### src/sv/crc16fr_pkg.sv
`timescale 1ns / 1ps
// Shared types and constants for the CRC-16 frame receiver.
package crc16fr_pkg;

  localparam logic [7:0]  START_BYTE   = 8'hA5;
  localparam logic [7:0]  TRAILER_BYTE = 8'h5A;
  localparam logic [15:0] CRC_POLY     = 16'hA001;
  localparam logic [15:0] CRC_INIT     = 16'hFFFF;

  localparam logic [1:0] STATUS_OK          = 2'd0;
  localparam logic [1:0] STATUS_CRC_ERROR   = 2'd1;
  localparam logic [1:0] STATUS_BAD_TRAILER = 2'd2;

  typedef enum logic [7:0] {
    PH_HUNT    = 8'b0000_0001,
    PH_LEN_LO  = 8'b0000_0010,
    PH_LEN_HI  = 8'b0000_0100,
    PH_TYPE    = 8'b0000_1000,
    PH_PAYLOAD = 8'b0001_0000,
    PH_CRC_LO  = 8'b0010_0000,
    PH_CRC_HI  = 8'b0100_0000,
    PH_TRAILER = 8'b1000_0000
  } phase_t;

  typedef struct packed {
    logic [7:0]  frame_type;
    logic [7:0]  data_byte;
    logic [15:0] byte_index;
    logic [15:0] frame_len;
    logic        last;
    logic [1:0]  status;
  } result_t;

endpackage

### src/sv/crc16fr_if.sv
`timescale 1ns / 1ps
// Handshake interfaces for the received byte stream and the result stream.
interface crc16fr_byte_if;
  logic       valid;
  logic       ready;
  logic [7:0] rx_byte;

  modport source (output valid, output rx_byte, input ready);
  modport sink (input valid, input rx_byte, output ready);
endinterface

interface crc16fr_result_if;
  logic        valid;
  logic        ready;
  logic [7:0]  frame_type;
  logic [7:0]  data_byte;
  logic [15:0] byte_index;
  logic [15:0] frame_len;
  logic        last;
  logic [1:0]  status;

  modport source (output valid, output frame_type, output data_byte, output byte_index,
                  output frame_len, output last, output status, input ready);
  modport sink (input valid, input frame_type, input data_byte, input byte_index,
                input frame_len, input last, input status, output ready);
endinterface

### src/sv/crc16_frame_receiver.sv
`timescale 1ns / 1ps
// A received byte is registered on acceptance; its result is registered in the result register
// when the parser takes the byte, which waits while a payload or trailer result cannot be stored.
// Throughput: one byte per cycle while results drain, set by the byte-wide CRC update and phase step.
// The result register lets a new header or CRC byte be taken while an earlier result is still waiting.
// Reset (synchronous, active high) returns the parser to hunting for the start byte and
// empties both registers; no clearing pass is needed.
module crc16_frame_receiver (
  input  logic                     clk,
  input  logic                     rst,
  crc16fr_byte_if.sink             rx,
  crc16fr_result_if.source         frame
);

  logic                 byte_valid;
  logic [7:0]           byte_hold;
  logic                 take;
  logic                 emit;
  logic                 out_free;
  logic                 out_valid;
  crc16fr_pkg::result_t result;
  crc16fr_pkg::result_t out_hold;

  assign out_free = !out_valid || frame.ready;
  assign rx.ready = !byte_valid || take;

  crc16fr_parser u_parser (
    .clk        (clk),
    .rst        (rst),
    .byte_valid (byte_valid),
    .byte_in    (byte_hold),
    .out_free   (out_free),
    .take       (take),
    .emit       (emit),
    .result     (result)
  );

  always_ff @(posedge clk) begin
    if (rst) begin
      byte_valid <= 1'b0;
    end else if (rx.valid && rx.ready) begin
      byte_valid <= 1'b1;
    end else if (take) begin
      byte_valid <= 1'b0;
    end
  end

  always_ff @(posedge clk) begin
    if (rx.valid && rx.ready) begin
      byte_hold <= rx.rx_byte;
    end
  end

  always_ff @(posedge clk) begin
    if (rst) begin
      out_valid <= 1'b0;
    end else if (emit) begin
      out_valid <= 1'b1;
    end else if (frame.ready) begin
      out_valid <= 1'b0;
    end
  end

  always_ff @(posedge clk) begin
    if (emit) begin
      out_hold <= result;
    end
  end

  assign frame.valid      = out_valid;
  assign frame.frame_type = out_hold.frame_type;
  assign frame.data_byte  = out_hold.data_byte;
  assign frame.byte_index = out_hold.byte_index;
  assign frame.frame_len  = out_hold.frame_len;
  assign frame.last       = out_hold.last;
  assign frame.status     = out_hold.status;

endmodule

### src/sv/crc16fr_crc_byte.sv
`timescale 1ns / 1ps
// Byte-wide update of the reflected CRC-16 with polynomial 0xA001.
module crc16fr_crc_byte (
  input  logic [15:0] crc_in,
  input  logic [7:0]  data,
  output logic [15:0] crc_out
);

  always_comb begin
    logic [15:0] c;
    c = crc_in ^ {8'h00, data};
    for (int k = 0; k < 8; k++) begin
      if (c[0]) begin
        c = (c >> 1) ^ crc16fr_pkg::CRC_POLY;
      end else begin
        c = c >> 1;
      end
    end
    crc_out = c;
  end

endmodule

### src/sv/crc16fr_parser.sv
`timescale 1ns / 1ps
// Frame parser: phase sequencer, length and CRC tracking and result formation.
module crc16fr_parser (
  input  logic                     clk,
  input  logic                     rst,
  input  logic                     byte_valid,
  input  logic [7:0]               byte_in,
  input  logic                     out_free,
  output logic                     take,
  output logic                     emit,
  output crc16fr_pkg::result_t     result
);

  crc16fr_pkg::phase_t phase, phase_next;
  logic [15:0] expected_len, expected_len_next;
  logic [7:0]  type_hold, type_hold_next;
  logic [15:0] payload_count, payload_count_next;
  logic [15:0] running_crc, running_crc_next;
  logic [15:0] received_crc, received_crc_next;
  logic [15:0] crc_fed;
  logic [15:0] count_inc;
  logic        has_result;

  crc16fr_crc_byte u_crc (
    .crc_in  (running_crc),
    .data    (byte_in),
    .crc_out (crc_fed)
  );

  assign count_inc  = payload_count + 16'd1;
  assign has_result = (phase == crc16fr_pkg::PH_PAYLOAD) || (phase == crc16fr_pkg::PH_TRAILER);
  assign take       = byte_valid && (!has_result || out_free);
  assign emit       = take && has_result;

  always_comb begin
    result.frame_type = type_hold;
    result.frame_len  = expected_len;
    result.byte_index = payload_count;
    if (phase == crc16fr_pkg::PH_TRAILER) begin
      result.data_byte = 8'h00;
      result.last      = 1'b1;
      if (byte_in != crc16fr_pkg::TRAILER_BYTE) begin
        result.status = crc16fr_pkg::STATUS_BAD_TRAILER;
      end else if (received_crc != running_crc) begin
        result.status = crc16fr_pkg::STATUS_CRC_ERROR;
      end else begin
        result.status = crc16fr_pkg::STATUS_OK;
      end
    end else begin
      result.data_byte = byte_in;
      result.last      = 1'b0;
      result.status    = crc16fr_pkg::STATUS_OK;
    end
  end

  always_comb begin
    phase_next         = phase;
    expected_len_next  = expected_len;
    type_hold_next     = type_hold;
    payload_count_next = payload_count;
    running_crc_next   = running_crc;
    received_crc_next  = received_crc;
    if (take) begin
      unique case (phase)
        crc16fr_pkg::PH_HUNT: begin
          if (byte_in == crc16fr_pkg::START_BYTE) begin
            phase_next         = crc16fr_pkg::PH_LEN_LO;
            payload_count_next = 16'd0;
            running_crc_next   = crc16fr_pkg::CRC_INIT;
          end
        end
        crc16fr_pkg::PH_LEN_LO: begin
          expected_len_next = {8'h00, byte_in};
          phase_next        = crc16fr_pkg::PH_LEN_HI;
        end
        crc16fr_pkg::PH_LEN_HI: begin
          expected_len_next = {byte_in, expected_len[7:0]};
          phase_next        = crc16fr_pkg::PH_TYPE;
        end
        crc16fr_pkg::PH_TYPE: begin
          type_hold_next   = byte_in;
          running_crc_next = crc_fed;
          phase_next       = (expected_len == 16'd0) ? crc16fr_pkg::PH_CRC_LO
                                                     : crc16fr_pkg::PH_PAYLOAD;
        end
        crc16fr_pkg::PH_PAYLOAD: begin
          running_crc_next   = crc_fed;
          payload_count_next = count_inc;
          if (count_inc == expected_len) begin
            phase_next = crc16fr_pkg::PH_CRC_LO;
          end
        end
        crc16fr_pkg::PH_CRC_LO: begin
          received_crc_next = {8'h00, byte_in};
          phase_next        = crc16fr_pkg::PH_CRC_HI;
        end
        crc16fr_pkg::PH_CRC_HI: begin
          received_crc_next = {byte_in, received_crc[7:0]};
          phase_next        = crc16fr_pkg::PH_TRAILER;
        end
        crc16fr_pkg::PH_TRAILER: begin
          phase_next = crc16fr_pkg::PH_HUNT;
        end
        default: begin
          phase_next = crc16fr_pkg::PH_HUNT;
        end
      endcase
    end
  end

  always_ff @(posedge clk) begin
    if (rst) begin
      phase         <= crc16fr_pkg::PH_HUNT;
      expected_len  <= 16'd0;
      type_hold     <= 8'h00;
      payload_count <= 16'd0;
      running_crc   <= crc16fr_pkg::CRC_INIT;
      received_crc  <= 16'd0;
    end else begin
      phase         <= phase_next;
      expected_len  <= expected_len_next;
      type_hold     <= type_hold_next;
      payload_count <= payload_count_next;
      running_crc   <= running_crc_next;
      received_crc  <= received_crc_next;
    end
  end

  // A result is only formed when the output register can take it.
  assert property (@(posedge clk) disable iff (rst) emit |-> out_free)
    else $error("result formed while the output register is full");

  // While payload is streaming, the count never reaches the announced length.
  assert property (@(posedge clk) disable iff (rst)
    (phase == crc16fr_pkg::PH_PAYLOAD) |-> (payload_count < expected_len))
    else $error("payload count has run past the frame length");

  // The trailer byte always ends the frame and the parser returns to hunting.
  assert property (@(posedge clk) disable iff (rst)
    (take && (phase == crc16fr_pkg::PH_TRAILER)) |=> (phase == crc16fr_pkg::PH_HUNT))
    else $error("parser did not return to hunting after the trailer");

  // A payload result never carries the end mark.
  assert property (@(posedge clk) disable iff (rst)
    (emit && (phase == crc16fr_pkg::PH_PAYLOAD)) |-> (!result.last))
    else $error("payload result marked as end of frame");

endmodule

### src/flat_wrapper.sv
// flat-port wrapper written by rule: the top's interface ports become plain ports
module crc16_frame_receiver_flat 
  (clk, rst, rx_valid, rx_rx_byte, rx_ready, frame_valid, frame_frame_type, frame_data_byte, frame_byte_index, frame_frame_len, frame_last, frame_status, frame_ready);
  crc16fr_byte_if rx_i ();
  crc16fr_result_if frame_i ();
  input  logic clk;
  input  logic rst;
  input wire logic [$bits(rx_i.valid)-1:0] rx_valid;
  input wire logic [$bits(rx_i.rx_byte)-1:0] rx_rx_byte;
  output wire logic [$bits(rx_i.ready)-1:0] rx_ready;
  output wire logic [$bits(frame_i.valid)-1:0] frame_valid;
  output wire logic [$bits(frame_i.frame_type)-1:0] frame_frame_type;
  output wire logic [$bits(frame_i.data_byte)-1:0] frame_data_byte;
  output wire logic [$bits(frame_i.byte_index)-1:0] frame_byte_index;
  output wire logic [$bits(frame_i.frame_len)-1:0] frame_frame_len;
  output wire logic [$bits(frame_i.last)-1:0] frame_last;
  output wire logic [$bits(frame_i.status)-1:0] frame_status;
  input wire logic [$bits(frame_i.ready)-1:0] frame_ready;
  assign rx_i.valid = rx_valid;
  assign rx_i.rx_byte = rx_rx_byte;
  assign rx_ready = rx_i.ready;
  assign frame_valid = frame_i.valid;
  assign frame_frame_type = frame_i.frame_type;
  assign frame_data_byte = frame_i.data_byte;
  assign frame_byte_index = frame_i.byte_index;
  assign frame_frame_len = frame_i.frame_len;
  assign frame_last = frame_i.last;
  assign frame_status = frame_i.status;
  assign frame_i.ready = frame_ready;
  crc16_frame_receiver u_core (.clk(clk), .rst(rst), .rx(rx_i), .frame(frame_i));
endmodule
### config.mk
export PLATFORM = sky130hd
export DESIGN_NAME = crc16_frame_receiver_flat
export DESIGN_NICKNAME = d
export VERILOG_FILES = /design/src/sv/crc16fr_pkg.sv /design/src/sv/crc16fr_if.sv /design/src/sv/crc16_frame_receiver.sv /design/src/sv/crc16fr_crc_byte.sv /design/src/sv/crc16fr_parser.sv /design/src/flat_wrapper.sv
export SDC_FILE = /design/constraint.sdc
export NUM_CORES = 1
export LEC_CHECK = 0
export ABC_AREA = 1
export BUFFER_PORTS_ARGS = -buffer_cell sky130_fd_sc_hd__buf_2
export CAP_MARGIN = 20
export CORE_MARGIN = 2
export CORE_UTILIZATION = 55
export CTS_CLUSTER_DIAMETER = 80
export DETAILED_ROUTE_END_ITERATION = 8
export PLACE_DENSITY = 0.78
export SETUP_SLACK_MARGIN = 0.3
export SYNTH_ARGS = -nofsm -noshare
export SYNTH_HDL_FRONTEND = slang
export SYNTH_HIERARCHICAL = 1
export SYNTH_SLANG_ARGS = --single-unit
### constraint.sdc
create_clock -name clk -period 3.7 [get_ports clk]
set_input_delay 0.185 -clock clk [delete_from_list [all_inputs] [get_ports clk]]
set_output_delay 0.185 -clock clk [all_outputs]
set_load 0.1 [all_outputs]
==> results of run 1 <==
## worst max-delay path, stage by stage (launching register included)
cell and delay, ps:
dfxtp_1 400, nor2_1 100, nand2_1 80, inv_2 50
nand4_1 190, nand2_1 110, nand2_1 90, nand2_2 90
inv_2 250, inv_2 70, nand2_2 90, buf_2 430
## report_power, final
| group | internal (mW) | switching [mW] | total, mW |
|---|---|---|---|
| Sequential | 1.66 | 0.0457 | 1.70 |
| Combinational | 0.121 | 0.321 | 0.443 |
| Clock | 1.13 | 0.652 | 1.78 |
| Total | 2.91 | 1.02 | 3.93 |
## state kept, by name, indices dropped and copies added (netlist names), 8 cells and up
name,flops
u_core/u_parser/payload_count,16
u_core/frame.byte_index,16
u_core/u_parser/phase,8
u_core/frame.data_byte,8
u_core/u_parser/expected_len,16
u_core/u_parser/type_hold,8
u_core/frame.frame_type,8
u_core/byte_hold,8
u_core/u_parser/received_crc,16
u_core/u_parser/running_crc,16
u_core/frame.frame_len,16
## synthesized netlist by cell type (all sizes together)
master and count:
nor2 55, nand4 18, o22ai 16, nor4 5, a31oi 2, xor2 16
o21bai 1, nand3 59, clkbuf 10, edfxtp 59, ha 1, buf 13
nor3 1, a2111oi 1, inv 76, or2 3, nand2 218, nand3b 2
xnor3 1, xnor2 15, o21ai 20, dfxtp 82, a21oi 65
## layer usage
metal / vias up / routed length, um / GRT usage [%]
met1: 2534 / 6189 / 30.78
met4: 0 / 689 / 13.99
li1: 2595 / - / -
met5: - / 0 / 0
met3: 62 / 1050 / 5.661
met2: 223 / 7648 / 41.63
## worst min-delay path by stage
stage                  startpoint                         endpoint  slack, ps  cells after the start
floorplan                     rst   u_core/byte_valid$_SDFFE_PP0P_        250                      1
global placement    rx_rx_byte[4]    u_core/byte_hold[4]$_DFFE_PP_        370                      1
detailed placement  rx_rx_byte[6]    u_core/byte_hold[6]$_DFFE_PP_        360                      1
CTS                   frame_ready  u_core/frame.valid$_SDFFE_PP0P_         30                      4
global route          frame_ready  u_core/frame.valid$_SDFFE_PP0P_         50                      4
finish                frame_ready  u_core/frame.valid$_SDFFE_PP0P_         40                      4
## final cells by class
| cell class | count | area [um2] |
|---|---|---|
| clock buffer | 18 | 429.2 |
| clock inverter | 14 | 191.4 |
| fill | 880 | 3876 |
| inverter | 76 | 285.3 |
| multi-input combinational | 499 | 2532 |
| sequential | 141 | 3413 |
| tap | 143 | 178.9 |
| timing repair buffer | 76 | 462.9 |
## cells by family after synthesis
| kind of cell | count (synthesis) |
|---|---|
| compound gates | 105 |
| fa+ha+maj | 1 |
| simple gates | 361 |
| xor+xnor | 32 |
| buf+inv | 99 |
| flops | 141 |
## metrics by stage
stage | cells | total power [mW] | instance area (um2)
2_1_floorplan | 739 | 2.064 | 6355
3_5_place_dp | 926 | 2.157 | 6765
6_report | 967 | 3.927 | 7493
5_1_grt | 967 | 4.065 | 7493
4_1_cts | 966 | 3.927 | 7466
3_3_place_gp | 926 | 2.145 | 6765
==> flow_metrics.py, run 1 <==
metrics = {
    "power": {
        "max-vdd-ir-drop_mv": 0.3015,
        "powerDensity_mw_per_mm2": 524.1,
        "p_leak_nw": 3.004,
    },
    "synth": {
        "yosys.area.top_type_share_pct": 27.88,
        "syn-cell-area_mm2": 0.006355,
        "synthAdderAreaFrac_pct": 0.1969,
        "synthTopCellsByArea": "edfxtp_1 (28%), dfxtp_1 (26%), nand2_1 (12%)",
        "muxShareOfSynthArea_pct": 0,
        "ys_seq_area_share_pct": 53.71,
        "synth-xor-area-share_pct": 4.863,
        "avgSynthCellArea_um2": 8.599,
        "synth_top_family_by_area": "simple AND/OR/NAND/NOR gates",
        "synth_seq_cells": 141,
        "synthDistinctLibCells": 34,
        "synthCells": 739,
        "syn-num-nets": 752,
        "yosysWarnings": 6,
        "synthSimpleGateAreaFrac_pct": 25.83,
        "post-synth-top-area-cell": "edfxtp_1",
        "synth_compound_area_share_pct": 8.958,
    },
    "clocking": {
        "htree_levels": 4,
        "cts_resized": 0,
        "cts_tree": "done",
        "root_buffer": "clkbuf_16",
        "clk_pin_slew_ps": 60,
        "cts_max_path_buffers": 2,
        "cts_hold_buf": 8,
        "cts_made_buffers": 17,
        "insertion_delay_ps": 410,
        "post_cts_buffers": 0,
        "cts.sinks": 141,
    },
    "route": {
        "wl_per_cell_um": 16.11,
        "vias": 5414,
        "drt-total-wl_mm": 15.58,
        "postRouteAntennaNets": 0,
        "vias_per_cell": 5.599,
        "first_pass_iters": 6,
        "drc": 0,
        "drt_iter0_drc": 521,
    },
    "placed_design": {
        "pre_cts_ws_ps": 1213,
        "port_buffers": 64,
        "gp_congestion": 0.9433,
        "dp.final_hpwl_mm": 10.63,
    },
    "run": {
        "cap_viol_max_count": 0,
    },
    "floorplanning": {
        "die_w_um": 111.5,
        "core_mm2": 0.01137,
        "rows": 39,
        "die_area_mm2": 0.01243,
        "initial_core_util_pct": 55.89,
        "die_h_um": 111.5,
        "io_pins": 65,
    },
    "timing": {
        "finalMaxSlewViolations": 0,
        "rsz0062_at_grt": "false",
        "period_share_pct": 69.17,
        "skew_ps": 5.550,
        "timing.final.ws_setup_ps": 1141,
        "whs_ps": 39.89,
        "worstMarginPinSlew_ps": 895.2,
        "setup_tns_ps": 0,
        "fin_crit_ps": 2559,
        "slew_headroom_pct": 40.10,
        "setup_violations": 0,
        "max_clock_freq_ghz": 0.3907,
        "finalHoldViolations": 0,
    },
    "layout": {
        "nets": 824,
        "layout_commonest_cell": "nand2_1",
        "layout-drive-gt1-share_pct": 17.72,
        "syn2layout_area_growth_pct": 17.92,
        "antennaDiodeCount": 0,
        "final_cell_mix": "nand2_1 (198), dfxtp_1 (82), inv_1 (67)",
        "fin_util_pct": 65.91,
    },
    "global_routing": {
        "antenna_found_initial": 0,
        "grt_max_degree": 43,
        "gr-usage-all-layers_pct": 25.22,
        "overflow": 0,
        "grt_pass1_wl_mm": 24.87,
        "grt_pass1_vias": 5134,
    },
    "setup_path": {
        "reg2reg_to": "u_core/frame.data_byte[7]$_DFFE_PP_",
        "critPathKind": "flip-flop to output port",
        "rrSetupSlack_ps": 1190,
        "cp_max_fo": 15,
        "endpoint": "rx_ready",
        "cp-end-kind": "output port",
        "worstPathRequired_ps": 3510,
        "worst_r2r_path_depth": 11,
        "cp-start-kind": "flip-flop",
        "cp-startpoint": "u_core/u_parser/phase[0]$_SDFFE_PP1P_",
        "cp.arrival_ps": 2370,
        "rr_startpoint": "u_core/u_parser/phase[0]$_SDFFE_PP1P_",
    },
    "worst_hold_path": {
        "hp-class": "primary input to flip-flop",
    },
    "run_status": {
        "outcome": "finished clean",
    },
}
No activity file was read; power rests on OpenSTA's default activity.
==> run 2: changes to the inputs <==
Clock period 3.7 ns to 2.5 ns, I/O delays scaled along.
==> run 2 against run 1 <==
Final cell count grew 2.8%. Combinational power up 67%. Worst setup slack lost 820 ps. Total power rose by 43%. Die area unchanged. Critical path depth fell by 2. Critical path type is now flip-flop to flip-flop. Largest power group is now registers. Highest routed layer unchanged.
==> flow_metrics.py, run 2 (synthesized netlist as in run 1, its figures left out) <==
metrics = {
    "run_status": {
        "outcome": "finished clean",
    },
    "clocking": {
        "cts.sinks": 141,
        "cts_made_buffers": 17,
        "clk_pin_slew_ps": 60,
        "insertion_delay_ps": 430,
        "cts_tree": "done",
        "htree_levels": 4,
        "cts_max_path_buffers": 2,
        "root_buffer": "clkbuf_16",
    },
    "layout": {
        "fill_cells": 859,
        "nets": 851,
        "final_cell_mix": "nand2_1 (194), dfxtp_1 (75), inv_1 (67)",
        "antennaDiodeCount": 0,
        "syn2layout_area_growth_pct": 21.82,
        "layout_commonest_cell": "nand2_1",
        "regArea_mm2": 0.003430,
        "layout-drive-gt1-share_pct": 21.86,
        "multiInputGateArea_mm2": 0.002621,
    },
    "route": {
        "postRouteAntennaNets": 0,
        "vias_per_cell": 5.672,
        "drt_iter0_drc": 583,
        "wl_per_cell_um": 16.49,
        "drt-total-wl_mm": 16.39,
        "first_pass_iters": 6,
        "vias": 5638,
        "drc": 0,
    },
    "power": {
        "max-vdd-ir-drop_mv": 0.5650,
        "clkPwrFrac_pct": 42.2,
        "share_comb_of_total_power_pct": 13.2,
        "p_sw_share_pct": 26.67,
        "p_int_mw": 4.129,
        "p_leak_nw": 3.098,
        "seq_power_share_pct": 44.6,
        "powerDensity_mw_per_mm2": 727.3,
        "power.switching_mw": 1.502,
    },
    "floorplanning": {
        "die_area_mm2": 0.01243,
        "die_w_um": 111.5,
        "rows": 39,
        "core_mm2": 0.01137,
        "die_h_um": 111.5,
        "io_pins": 65,
        "initial_core_util_pct": 55.89,
    },
    "setup_path": {
        "cp.arrival_ps": 2490,
        "cp-start-kind": "flip-flop",
        "critPathKind": "flip-flop to flip-flop",
        "cp_max_fo": 8,
        "worstPathRequired_ps": 2810,
        "rrSetupSlack_ps": 320,
        "cp-end-kind": "flip-flop",
        "worst_r2r_path_depth": 9,
    },
    "global_routing": {
        "antenna_found_initial": 0,
        "grt_pass1_vias": 5237,
        "grt_pass1_wl_mm": 25.97,
        "overflow": 0,
        "grt_max_degree": 42,
        "gr-usage-all-layers_pct": 26.53,
    },
    "timing": {
        "finalHoldViolations": 0,
        "max_clock_freq_ghz": 0.4594,
        "slew_headroom_pct": 58.09,
        "whs_ps": 229.8,
        "setup_tns_ps": 0,
        "period_share_pct": 87.07,
        "rsz0062_at_grt": "true",
        "worstMarginPinSlew_ps": 612.8,
        "finalMaxSlewViolations": 0,
        "setup_violations": 0,
        "skew_ps": 10.34,
        "fin_crit_ps": 2177,
    },
    "placed_design": {
        "dp.final_hpwl_mm": 10.64,
        "gp_congestion": 0.9262,
        "port_buffers": 64,
    },
    "worst_hold_path": {
        "hp-class": "primary input to flip-flop",
        "holdPathStages": 3,
    },
    "run": {
        "cap_viol_max_count": 0,
    },
}
[run 2: cell count changes in the layout (fill, tap and decap cells not counted), sizes merged]
cell | before | now
buf | 68 | 92
dlygate4sd3 | 8 | 10
inv | 78 | 77
clkbuf | 18 | 19
nand2 | 218 | 219
clkinvlp | 0 | 2
bufinv | 4 | 2
[run 2: timing repair]
item	in CTS	in global routing
setup buffers	1	13
hold buffers	10	0
endpoints found under the hold margin	10	0
resized for setup	5	24
cloned	0	1
endpoints found under the setup margin	6	23
pin swaps	0	6
[run 2: worst paths after layout]
check	from	end
hold reg to reg	u_core/u_parser/type_hold[1]$_SDFFE_PP0P_	u_core/frame.frame_type[1]$_DFFE_PP_
hold / removal	rst	u_core/u_parser/phase[0]$_SDFFE_PP1P_
setup reg to reg	u_core/byte_hold[4]$_DFFE_PP_	u_core/u_parser/running_crc[0]$_SDFFE_PP1P_
setup / recovery	u_core/byte_hold[4]$_DFFE_PP_	u_core/u_parser/running_crc[0]$_SDFFE_PP1P_
[run 2: layout make-up]
type | count | share of cell area [%]
Sequential cell | 141 | 44.30
Multi-Input combinational cell | 500 | 33.86
Timing Repair Buffer | 102 | 8.550
Clock buffer | 19 | 5.592
Inverter | 76 | 3.798
Tap cell | 143 | 2.311
Clock inverter | 13 | 1.584
[run 2: layer usage]
layer,vias up,share of wire (%),GRT usage [%]
li1,2653,-,-
met1,2680,39,32.03
met2,254,52,46.18
met3,51,6.6,6.750
met4,0,2.8,9.547
met5,-,0,0
[run 2: power by group through the flow]
stage / Sequential [mW] / Combinational (mW) / Clock [mW]
2_1_floorplan: 2.62 / 0.437 / 0
3_3_place_gp: 2.56 / 0.646 / 0
3_5_place_dp: 2.56 / 0.657 / 0
4_1_cts: 2.51 / 0.675 / 2.40
5_1_grt: 2.52 / 0.810 / 2.50
6_report: 2.51 / 0.742 / 2.37
[run 2: critical path, stage by stage, from the launching register on]
cell      delay (ps)
edfxtp_1         610
xor2_2           280
xnor2_1          350
nand3_1          220
nand2_2          150
nand2_2           60
nand3_1           70
nand2_1           60
o22ai_1          180
nand2_1           70
[run 2: metrics by stage]
| step | area [um2] | utilization, % | worst slack, ps | total power [mW] | instances |
|---|---|---|---|---|---|
| 2_1_floorplan | 6382 | - | 99.28 | 3.062 | 739 |
| 3_3_place_gp | 6865 | 60.38 | 349.2 | 3.202 | 937 |
| 3_5_place_dp | 6865 | 60.38 | 223.9 | 3.217 | 937 |
| 4_1_cts | 7542 | 66.34 | 317.1 | 5.587 | 980 |
| 5_1_grt | 7741 | 68.09 | 242.4 | 5.828 | 994 |
| 6_report | 7741 | 68.09 | 323.2 | 5.630 | 994 |
